`src/rtl/core/iss_pkg.sv`:
```
package iss_pkg;

	localparam int unsigned SAMPLE_W = 12;
	localparam int unsigned PERIOD_W = 16;
	localparam int unsigned CFG_IDX_W = 3;
	localparam int unsigned CFG_DATA_W = 16;

	typedef enum logic [1:0] {
		OP_TARGET = 2'd0,
		OP_USB    = 2'd1,
		OP_DRIVE  = 2'd2,
		OP_TICK   = 2'd3
	} op_t;

	typedef enum logic [1:0] {
		MODE_DISABLED = 2'd0,
		MODE_ENABLED  = 2'd1,
		MODE_ACTIVE   = 2'd2
	} mode_t;

	typedef enum logic [2:0] {
		REG_ENABLE_BELOW   = 3'd0,
		REG_DISABLE_ABOVE  = 3'd1,
		REG_USB_LOW_LIMIT  = 3'd2,
		REG_USB_HIGH_LIMIT = 3'd3,
		REG_FIVE_VOLT_MIN  = 3'd4,
		REG_THREE_VOLT_MIN = 3'd5,
		REG_THREE_VOLT_MAX = 3'd6,
		REG_CHECK_PERIOD   = 3'd7
	} cfg_idx_t;

	localparam logic [SAMPLE_W-1:0] REQ_LOW_RAIL = 12'd1;
	localparam logic [SAMPLE_W-1:0] REQ_HIGH_RAIL = 12'd2;

	localparam logic signed [SAMPLE_W-1:0] RST_ENABLE_BELOW = 12'sd111;
	localparam logic signed [SAMPLE_W-1:0] RST_DISABLE_ABOVE = 12'sd185;
	localparam logic signed [SAMPLE_W-1:0] RST_USB_LOW_LIMIT = 12'sd1332;
	localparam logic signed [SAMPLE_W-1:0] RST_USB_HIGH_LIMIT = 12'sd1480;
	localparam logic signed [SAMPLE_W-1:0] RST_FIVE_VOLT_MIN = 12'sd1630;
	localparam logic signed [SAMPLE_W-1:0] RST_THREE_VOLT_MIN = 12'sd1110;
	localparam logic signed [SAMPLE_W-1:0] RST_THREE_VOLT_MAX = 12'sd1332;
	localparam logic [PERIOD_W-1:0] RST_CHECK_PERIOD = 16'd25000;

endpackage

```
`src/rtl/core/io_supply_supervisor_top.sv`:
```
// channel | valid     | stall     | payload
// in      | in_valid  | in_stall  | opcode, value
// out     | out_valid | out_stall | drive_low_rail, drive_high_rail, switched_power_pin,
//         |           |           | drive_mode, list_changed, state_changed
// cfg     | cfg_we    | none      | cfg_index, cfg_data
//
// one beat per cycle sustained while in_stall is low; a beat passes through the input
// register, then the state update into the result register
// the input register lets a new beat in while a finished result waits under out_stall
// in_stall rises only when both the input register and the result register are full
// arst_n resets the valid flags and supervisor state and loads the register defaults
module io_supply_supervisor_top (
	input  logic                                  clk,
	input  logic                                  arst_n,
	input  logic                                  in_valid,
	output logic                                  in_stall,
	input  logic [1:0]                            opcode,
	input  logic signed [iss_pkg::SAMPLE_W-1:0]   value,
	output logic                                  out_valid,
	input  logic                                  out_stall,
	output logic                                  drive_low_rail,
	output logic                                  drive_high_rail,
	output logic                                  switched_power_pin,
	output logic [1:0]                            drive_mode,
	output logic                                  list_changed,
	output logic                                  state_changed,
	input  logic                                  cfg_we,
	input  logic [iss_pkg::CFG_IDX_W-1:0]         cfg_index,
	input  logic [iss_pkg::CFG_DATA_W-1:0]        cfg_data
);
	import iss_pkg::*;

	logic signed [SAMPLE_W-1:0] enable_below_q;
	logic signed [SAMPLE_W-1:0] disable_above_q;
	logic signed [SAMPLE_W-1:0] usb_low_q;
	logic signed [SAMPLE_W-1:0] usb_high_q;
	logic signed [SAMPLE_W-1:0] five_min_q;
	logic signed [SAMPLE_W-1:0] three_min_q;
	logic signed [SAMPLE_W-1:0] three_max_q;
	logic [PERIOD_W-1:0]        period_q;

	logic signed [SAMPLE_W-1:0] target_q;
	mode_t                      mode_q;
	logic                       low_q;
	logic                       high_q;
	logic                       power_q;
	logic [PERIOD_W-1:0]        count_q;
	logic                       armed_q;

	logic                       valid_s1;
	logic [1:0]                 op_s1;
	logic signed [SAMPLE_W-1:0] value_s1;

	logic                       valid_s2;
	logic                       low_s2;
	logic                       high_s2;
	logic                       power_s2;
	mode_t                      mode_s2;
	logic                       list_s2;
	logic                       state_s2;

	logic                       out_free;
	logic                       advance;

	logic signed [SAMPLE_W-1:0] target_n;
	mode_t                      mode_n;
	logic                       low_n;
	logic                       high_n;
	logic                       power_n;
	logic [PERIOD_W-1:0]        count_n;
	logic                       armed_n;
	logic                       list_n;
	logic                       state_n;
	logic                       fail;

	assign out_free = !valid_s2 || !out_stall;
	assign advance = valid_s1 && out_free;
	assign in_stall = valid_s1 && !out_free;

	// configuration registers
	always_ff @(posedge clk or negedge arst_n) begin
		if (!arst_n) begin
			enable_below_q <= RST_ENABLE_BELOW;
			disable_above_q <= RST_DISABLE_ABOVE;
			usb_low_q <= RST_USB_LOW_LIMIT;
			usb_high_q <= RST_USB_HIGH_LIMIT;
			five_min_q <= RST_FIVE_VOLT_MIN;
			three_min_q <= RST_THREE_VOLT_MIN;
			three_max_q <= RST_THREE_VOLT_MAX;
			period_q <= RST_CHECK_PERIOD;
		end else if (cfg_we) begin
			unique case (cfg_idx_t'(cfg_index))
				REG_ENABLE_BELOW:   enable_below_q <= cfg_data[SAMPLE_W-1:0];
				REG_DISABLE_ABOVE:  disable_above_q <= cfg_data[SAMPLE_W-1:0];
				REG_USB_LOW_LIMIT:  usb_low_q <= cfg_data[SAMPLE_W-1:0];
				REG_USB_HIGH_LIMIT: usb_high_q <= cfg_data[SAMPLE_W-1:0];
				REG_FIVE_VOLT_MIN:  five_min_q <= cfg_data[SAMPLE_W-1:0];
				REG_THREE_VOLT_MIN: three_min_q <= cfg_data[SAMPLE_W-1:0];
				REG_THREE_VOLT_MAX: three_max_q <= cfg_data[SAMPLE_W-1:0];
				REG_CHECK_PERIOD:   period_q <= cfg_data[PERIOD_W-1:0];
				default: ;
			endcase
		end
	end

	// input register
	always_ff @(posedge clk or negedge arst_n) begin
		if (!arst_n) begin
			valid_s1 <= 1'b0;
		end else if (!in_stall) begin
			valid_s1 <= in_valid;
		end
	end

	always_ff @(posedge clk) begin
		if (!in_stall && in_valid) begin
			op_s1 <= opcode;
			value_s1 <= value;
		end
	end

	always_comb begin
		target_n = target_q;
		mode_n = mode_q;
		low_n = low_q;
		high_n = high_q;
		power_n = power_q;
		count_n = count_q;
		armed_n = armed_q;
		list_n = 1'b0;
		state_n = 1'b0;
		fail = 1'b0;

		unique case (op_t'(op_s1))
			OP_TARGET: target_n = value_s1;
			OP_USB: begin
				if (value_s1 < usb_low_q)
					power_n = 1'b1;
				if (value_s1 > usb_high_q)
					power_n = 1'b0;
			end
			OP_DRIVE: begin
				low_n = 1'b0;
				high_n = 1'b0;
				state_n = 1'b1;
				if ((value_s1 == REQ_LOW_RAIL || value_s1 == REQ_HIGH_RAIL)
						&& mode_q != MODE_DISABLED) begin
					count_n = '0;
					armed_n = 1'b1;
					mode_n = MODE_ACTIVE;
					low_n = (value_s1 == REQ_LOW_RAIL);
					high_n = (value_s1 == REQ_HIGH_RAIL);
				end else begin
					armed_n = 1'b0;
					mode_n = MODE_ENABLED;
				end
			end
			OP_TICK: begin
				if (armed_q && count_q < period_q)
					count_n = count_q + 1'b1;
			end
			default: ;
		endcase

		// output window check
		if (mode_n == MODE_ACTIVE && armed_n && count_n >= period_q) begin
			fail = (high_n && target_n < five_min_q)
				|| (!high_n && low_n && (target_n < three_min_q || target_n > three_max_q));
			if (fail) begin
				low_n = 1'b0;
				high_n = 1'b0;
				armed_n = 1'b0;
				mode_n = MODE_ENABLED;
				state_n = 1'b1;
			end
		end

		if (mode_n == MODE_DISABLED && target_n < enable_below_q && !power_n) begin
			mode_n = MODE_ENABLED;
			list_n = 1'b1;
		end
		if ((mode_n == MODE_ENABLED && target_n > disable_above_q)
				|| (mode_n != MODE_DISABLED && power_n)) begin
			low_n = 1'b0;
			high_n = 1'b0;
			mode_n = MODE_DISABLED;
			list_n = 1'b1;
		end
	end

	// supervisor state
	always_ff @(posedge clk or negedge arst_n) begin
		if (!arst_n) begin
			target_q <= '0;
			mode_q <= MODE_ENABLED;
			low_q <= 1'b0;
			high_q <= 1'b0;
			power_q <= 1'b1;
			count_q <= '0;
			armed_q <= 1'b0;
		end else if (advance) begin
			target_q <= target_n;
			mode_q <= mode_n;
			low_q <= low_n;
			high_q <= high_n;
			power_q <= power_n;
			count_q <= count_n;
			armed_q <= armed_n;
		end
	end

	// result register
	always_ff @(posedge clk or negedge arst_n) begin
		if (!arst_n) begin
			valid_s2 <= 1'b0;
		end else if (out_free) begin
			valid_s2 <= valid_s1;
		end
	end

	always_ff @(posedge clk) begin
		if (advance) begin
			low_s2 <= low_n;
			high_s2 <= high_n;
			power_s2 <= power_n;
			mode_s2 <= mode_n;
			list_s2 <= list_n;
			state_s2 <= state_n;
		end
	end

	assign out_valid = valid_s2;
	assign drive_low_rail = low_s2;
	assign drive_high_rail = high_s2;
	assign switched_power_pin = power_s2;
	assign drive_mode = mode_s2;
	assign list_changed = list_s2;
	assign state_changed = state_s2;

endmodule

```
`config.mk`:
```
export PLATFORM = sky130hd
export DESIGN_NAME = io_supply_supervisor_top
export DESIGN_NICKNAME = d
export VERILOG_FILES = /design/src/rtl/core/iss_pkg.sv /design/src/rtl/core/io_supply_supervisor_top.sv
export SDC_FILE = /design/constraint.sdc
export NUM_CORES = 1
export LEC_CHECK = 0
export ABC_AREA = 1
export BUFFER_PORTS_ARGS = -buffer_cell sky130_fd_sc_hd__buf_4
export CAP_MARGIN = 5
export CORE_MARGIN = 1.5
export CORE_UTILIZATION = 60
export DETAILED_ROUTE_END_ITERATION = 6
export PLACE_DENSITY = 0.83
export SLEW_MARGIN = 10
export SYNTH_ARGS = -nofsm -noshare
export SYNTH_HDL_FRONTEND = slang
export SYNTH_SLANG_ARGS = --single-unit
```
`constraint.sdc`:
```
create_clock -name clk -period 7 [get_ports clk]
set_clock_uncertainty 0.1 [all_clocks]
set_input_delay 1.4 -clock clk [delete_from_list [all_inputs] [get_ports clk]]
set_output_delay 1.4 -clock clk [all_outputs]
set_load 0.01 [all_outputs]
```
==> impl_metrics.env, run 1 <==
export IMPL_num_rows=46
export IMPL_grt_start_max_net_pins=85
export IMPL_cts_resized=0
export IMPL_crit_start="count_q[1]"
export IMPL_nFillCells=1267
export IMPL_area_growth_pct=11.5
export IMPL_worstPathRequired_ns=7.09
export IMPL_r2r_start="count_q[1]"
export IMPL_endpoint_kind="register"
export IMPL_cp_max_fo=7
export IMPL_antenna_found_initial=0
export IMPL_viasPerCell=5.54
export IMPL_grtUsageTotal=0.298
export IMPL_die_x_um=130
export IMPL_hold_violations=0
export IMPL_fp_dieH_um=130
export IMPL_cts_buffer_depth=2
export IMPL_place_area_sq_mm=0.0102
export IMPL_maxSlewViolCount=0
export IMPL_cts_buffers=17
export IMPL_crit_type="register to register"
export IMPL_cpMostUsedCell="nand3_1"
export IMPL_synth_area_sq_mm=0.00967
export IMPL_synth_edff_count=21
export IMPL_cp_slowest_cell="dfrtp_1"
export IMPL_synth_cell_types=42
export IMPL_top_regs="count_q: 16 flops, period_q: 16 flops"
export IMPL_synth_seq_area_share=0.423
export IMPL_htree_levels=4
export IMPL_clock_sinks=157
export IMPL_dieArea_sq_mm=0.0169
export IMPL_vias=8199
export IMPL_fin_area_sq_mm=0.0108
export IMPL_regToRegEndpoint="drive_high_rail"
export IMPL_synth_seq_cells=157
export IMPL_wire_per_inst_um=16.0
export IMPL_grt_pass1_vias=7928
export IMPL_dp_slack_ns=2.96
export IMPL_cap_violations=0
export IMPL_clk_pin_slew_worst_paths_ns=0.07
export IMPL_fmax_mhz=242
export IMPL_relSlewSlack=0.317
export IMPL_hold_buffers=0
export IMPL_worst_pin_slew_ns=1.01
export IMPL_first_iter_violations=730
export IMPL_async_flop_share=0.866
export IMPL_cts_setup_buffers=0
export IMPL_period_needed_ns=4.13
export IMPL_rrSetupSlack_ns=2.87
export IMPL_hpwl_mm=17.1
export IMPL_start_util=0.611
export IMPL_setup_viol=0
export IMPL_setup_ws_ns=2.87
export IMPL_ir_drop_mv=0.210
export IMPL_grt_overflow=0
export IMPL_outcome="finished clean"
export IMPL_ant_nets=0
export IMPL_fin_setup_tns_ns=0
export IMPL_grt_pass1_wl_mm=38.4
export IMPL_hp_class="register to register"
export IMPL_dr_pass1_iters=5
export IMPL_routed_wl_mm=23.7
export IMPL_finalNetCount=1400
export IMPL_syn_inst=1209
export IMPL_core_sq_mm=0.0158
export IMPL_max_stage_delay_ns=0.44
export IMPL_cellLeakagePower_nw=5.47
export IMPL_ios=47
export IMPL_r2r_cells=28
export IMPL_yosysWarnings=0
export IMPL_cp_arrival_ns=4.22
export IMPL_finalCritPeriodShare=0.590
export IMPL_clk_insertion_delay_late_ns=0.43
export IMPL_syn_area_per_cell_sq_um=8.00
export IMPL_synthFlopType="dfrtp_1"
export IMPL_cts_root_buffer="clkbuf_16"
export IMPL_drive_gt1_frac=0.128
export IMPL_synth_nets=1359
export IMPL_gp_congestion=0.917
export IMPL_drc=0
export IMPL_powerDensity_mw_per_mm2=310
export IMPL_start_kind="register"
export IMPL_cts_tree="done"
export IMPL_endpoint="drive_high_rail"
export IMPL_port_buffers=46
export IMPL_rsz0062_at_grt="no"
export IMPL_num_antenna_cells=0
[layout by cell type (no fill, tap or decap), drive strengths merged, types with 4 or more instances in the layout]
cell	n
a21oi	54
and3	4
buf	50
clkbuf	22
dfrtp	90
dfstp	46
edfxtp	21
ha	112
inv	211
nand2	310
nand3	59
nand4	23
nor2	62
nor3	12
o21ai	159
[report_power, final]
part	switching (mW)	total (mW)	internal, mW
Sequential	0.131	1.28	1.15
Combinational	0.734	1.18	0.441
Clock	0.391	0.878	0.487
Total	1.26	3.34	2.08
[final cells by class]
type	instances	area [sq um]	share of cell area
clock buffer	22	474	0.0440
clock inverter	10	78.8	0.00731
inverter	206	773	0.0717
multi-input combinational	818	4710	0.437
sequential	157	4090	0.380
tap	216	270	0.0251
timing repair buffer	50	379	0.0352
[kinds of logic (layout without fill, tap and decap cells)]
| kind of cell | Yosys count | in the layout | synth area share |
|---|---|---|---|
| AO/OA/AOI/OAI | 228 | 228 | 0.124 |
| XOR/XNOR | 1 | 1 | 0.000906 |
| adder cells (fa/ha/maj) | 112 | 112 | 0.145 |
| buffers and inverters | 234 | 288 | 0.0909 |
| flip-flops | 157 | 157 | 0.423 |
| AND/OR/NAND/NOR | 477 | 477 | 0.216 |
[worst min-delay path by stage]
| stage | start | endpoint | slack [ns] | cells past startpoint |
|---|---|---|---|---|
| after floorplan | valid_s1 | out_valid | 0.33 | 2 |
| after global placement | five_min_q[7] | five_min_q[7] | 0.37 | 2 |
| after detailed placement | disable_above_q[1] | disable_above_q[1] | 0.37 | 2 |
| after CTS | disable_above_q[1] | disable_above_q[1] | 0.39 | 2 |
| after global routing | disable_above_q[2] | disable_above_q[2] | 0.40 | 2 |
| final | disable_above_q[1] | disable_above_q[1] | 0.39 | 2 |
[Yosys cell counts, types with 2 or more instances]
cell / count / area (sq um)
nor2_1: 57 / 214
edfxtp_1: 21 / 631
nand2_1: 302 / 1130
and3_1: 4 / 25.0
nor3_4: 2 / 32.5
o211ai_1: 2 / 15.0
o2111ai_1: 2 / 17.5
nand2_4: 2 / 22.5
dfstp_2: 46 / 1210
nand4_1: 23 / 144
o21ai_0: 156 / 781
nand2_2: 6 / 37.5
clkbuf_1: 27 / 101
a21o_1: 2 / 15.0
nand3_1: 52 / 260
a21oi_1: 53 / 265
nor3_1: 10 / 50.1
nor2_2: 4 / 25.0
nor4_1: 2 / 12.5
o21ai_2: 2 / 17.5
ha_1: 112 / 1400
inv_2: 6 / 22.5
nand3b_1: 2 / 15.0
nand3_2: 6 / 60.1
dfrtp_1: 90 / 2250
inv_1: 200 / 751
o21bai_1: 3 / 22.5
[stage by stage]
stage,power (mW),cells,hold WS (ns),utilization
2_1_floorplan,2.10,1209,0.334,-
3_3_place_gp,2.38,1447,0.367,0.646
3_5_place_dp,2.44,1447,0.373,0.646
4_1_cts,3.33,1479,0.389,0.681
5_1_grt,3.58,1479,0.402,0.681
6_report,3.34,1479,0.386,0.681
[critical path: cells and delay by family (launching register included)]
family          cells  cell delay [ns]
buf+inv             3             0.21
compound gates      2             0.23
flops               1             0.44
fa+ha+maj           2             0.57
simple gates       21             2.31
[metal layers]
layer  routed length [um]  global-route usage  up-vias
met1                10600               0.407     3866
li1                     -                   -     4021
met4                  442              0.0961        0
met2                11000               0.482      271
met5                    0                   0        -
met3                 1550              0.0586       41
No activity file was read; power rests on OpenSTA's default activity.
==> run 2: changes to the inputs <==
Settings changed: ABC_AREA 1 to 0, CORE_UTILIZATION 60 to 56, PLACE_DENSITY 0.83 to 0.82.
Clock period 7 ns to 3.4 ns, I/O delays scaled along.
==> impl_metrics.env, run 2 <==
export IMPL_outcome="finished with violations"
export IMPL_failed_checks="negative setup slack"
export IMPL_highest_layer="met4"
export IMPL_die_x_um=132
export IMPL_finalNetCount=1266
export IMPL_cts_root_buffer="clkbuf_16"
export IMPL_area_growth_pct=25.5
export IMPL_synth_seq_area_share=0.437
export IMPL_start_kind="register"
export IMPL_fmax_mhz=224
export IMPL_cp_arrival_ns=4.52
export IMPL_hold_buffers=0
export IMPL_async_flop_share=0.866
export IMPL_yosysWarnings=0
export IMPL_p_total_mw=6.70
export IMPL_synth_top_area_cell="dfrtp_1"
export IMPL_fin_setup_tns_ns=-10.50
export IMPL_wire_per_inst_um=18.6
export IMPL_m1WireLength_mm=10.2
export IMPL_netlist_top_cells_area="dfrtp_1, ha_1, dfstp_2, mux2_2, edfxtp_1"
export IMPL_antenna_found_initial=0
export IMPL_setup_viol=11
export IMPL_grt_pass1_wl_mm=40.6
export IMPL_cap_violations=0
export IMPL_period_needed_ns=4.47
export IMPL_seq_area_sq_mm=0.00409
export IMPL_wl_met2_mm=12.2
export IMPL_synth_nets=1086
export IMPL_clock_sinks=157
export IMPL_cts_tree="done"
export IMPL_grt_overflow=0
export IMPL_finalCritPeriodShare=1.31
export IMPL_final_common_cell="buf_4"
export IMPL_place_inst=1306
export IMPL_fin_area_sq_mm=0.0117
export IMPL_num_antenna_cells=0
export IMPL_cts_buffer_depth=2
export IMPL_ant_nets=0
export IMPL_cp_max_fo=5
export IMPL_maxSlewViolCount=0
export IMPL_htree_levels=4
export IMPL_drive_gt1_frac=0.325
export IMPL_dr_pass1_iters=5
export IMPL_hp_class="input port to asynchronous set/reset pin"
export IMPL_ios=47
export IMPL_worstPathRequired_ns=3.45
export IMPL_routed_wl_mm=25.1
export IMPL_powerDensity_mw_per_mm2=571
export IMPL_syn_inst=936
export IMPL_setup_ws_ns=-1.07
export IMPL_clk_pin_slew_worst_paths_ns=0.06
export IMPL_vias=7844
export IMPL_core_sq_mm=0.0165
export IMPL_first_iter_violations=540
export IMPL_clk_insertion_delay_late_ns=0.43
export IMPL_cts_buffers=17
export IMPL_yosysTopAreaCellShare=0.241
export IMPL_yosysMostFrequentCell="nand2_1"
export IMPL_port_buffers=46
export IMPL_dp_slack_ns=-1.12
export IMPL_endpoint_kind="register"
export IMPL_synthFlopType="dfrtp_1"
export IMPL_syn_area_per_cell_sq_um=10.0
export IMPL_viasPerCell=5.81
export IMPL_finalNonFillerCells=1349
export IMPL_worst_pin_slew_ns=0.880
export IMPL_hold_violations=0
export IMPL_synth_cell_types=63
export IMPL_synth_area_sq_mm=0.00936
export IMPL_cellLeakagePower_nw=5.56
export IMPL_fp_dieH_um=132
export IMPL_final_cell_mix="buf_4, nand2_1, ha_1"
export IMPL_drc=0
export IMPL_crit_type="register to register"
export IMPL_synth_edff_count=21
export IMPL_relSlewSlack=0.414
export IMPL_gp_congestion=0.882
export IMPL_nFillCells=1179
export IMPL_place_area_sq_mm=0.0110
export IMPL_synth_seq_cells=157
export IMPL_grtUsageTotal=0.298
export IMPL_num_rows=47
export IMPL_hpwl_mm=17.8
export IMPL_ir_drop_mv=0.417
export IMPL_synth_top_cells_by_count="nand2_1, ha_1, inv_1"
export IMPL_multiInputGateArea_sq_mm=0.00495
export IMPL_whs_ns=0.191
export IMPL_top_regs="count_q: 16 flops, period_q: 16 flops"
export IMPL_start_util=0.568
export IMPL_fin_util=0.713
export IMPL_grt_pass1_vias=8237
export IMPL_dieArea_sq_mm=0.0175
export IMPL_rsz0062_at_grt="yes"
export IMPL_grt_start_max_net_pins=79
export IMPL_wl_met3_mm=1.60
==> run 2: cell count changes after synthesis, sizes merged, moves of 9 or more <==
cell,before,now
mux2,0,67
nand3,59,19
a211oi,1,10
nand2,310,123
inv,206,102
o31ai,0,9
a21o,2,14
a21oi,54,43
o21ai,159,81
nor2,62,43
==> run 2: critical path, cell delays in order, from the launching register on <==
cell and delay, ns:
dfstp_2 0.53, inv_1 0.06, ha_1 0.33, nor4_4 0.35
a2111oi_4 0.10, buf_4 0.17, a21oi_4 0.23, and3_4 0.25
xnor2_2 0.12, nor2_1 0.06, ha_1 0.27, nand4_1 0.12
buf_4 0.17, o21bai_1 0.16, o21bai_1 0.08, o211ai_1 0.17
nand2_1 0.17, o32ai_4 0.39, nor3_4 0.07, a21oi_4 0.20
a211oi_2 0.10
==> run 2: logic make-up (layout without fill, tap and decap cells) <==
logic type | Yosys count | after routing | share of synthesized area
buffers and inverters | 127 | 320 | 0.0509
adder cells (fa/ha/maj) | 112 | 112 | 0.150
AO/OA/AOI/OAI | 197 | 197 | 0.133
multiplexers | 71 | 71 | 0.0857
XOR/XNOR | 14 | 14 | 0.0131
AND/OR/NAND/NOR | 258 | 258 | 0.130
flip-flops | 157 | 157 | 0.437
==> run 2: layout make-up <==
cell class,count,share of cell area
clock inverter,10,0.00959
tap,220,0.0234
timing repair buffer,186,0.123
clock buffer,22,0.0405
sequential,157,0.348
multi-input combinational,652,0.422
inverter,102,0.0326
==> run 2: timing repair <==
item,CTS,global route
resized for setup,10,11
endpoints found under the setup margin,11,11
setup buffers,6,7
pin swaps,14,14
hold endpoints to repair,0,0
==> run 2: worst paths after layout <==
path	start	to	slack (ns)	cells after the start
max in group asynchronous	arst_n	period_q[3]	2.10	2
hold / removal	arst_n	usb_low_q[7]	0.19	1
hold reg to reg	target_q[11]	target_q[11]	0.37	2
setup / recovery	period_q[5]	drive_high_rail	-1.07	20
min in group clk	value[5]	value_s1[5]	0.33	1
setup reg to reg	period_q[5]	drive_high_rail	-1.07	20
==> run 2: power breakdown <==
group	switching [mW]	internal, mW
registers	0.158	2.35
clock network	0.758	1.14
logic	1.24	1.06
total	2.16	4.54
==> run 2: per-layer routing <==
| metal | GRT usage | up-vias |
|---|---|---|
| li1 | - | 3655 |
| met1 | 0.361 | 3771 |
| met2 | 0.506 | 319 |
| met3 | 0.0607 | 99 |
| met4 | 0.154 | 0 |
| met5 | 0 | - |
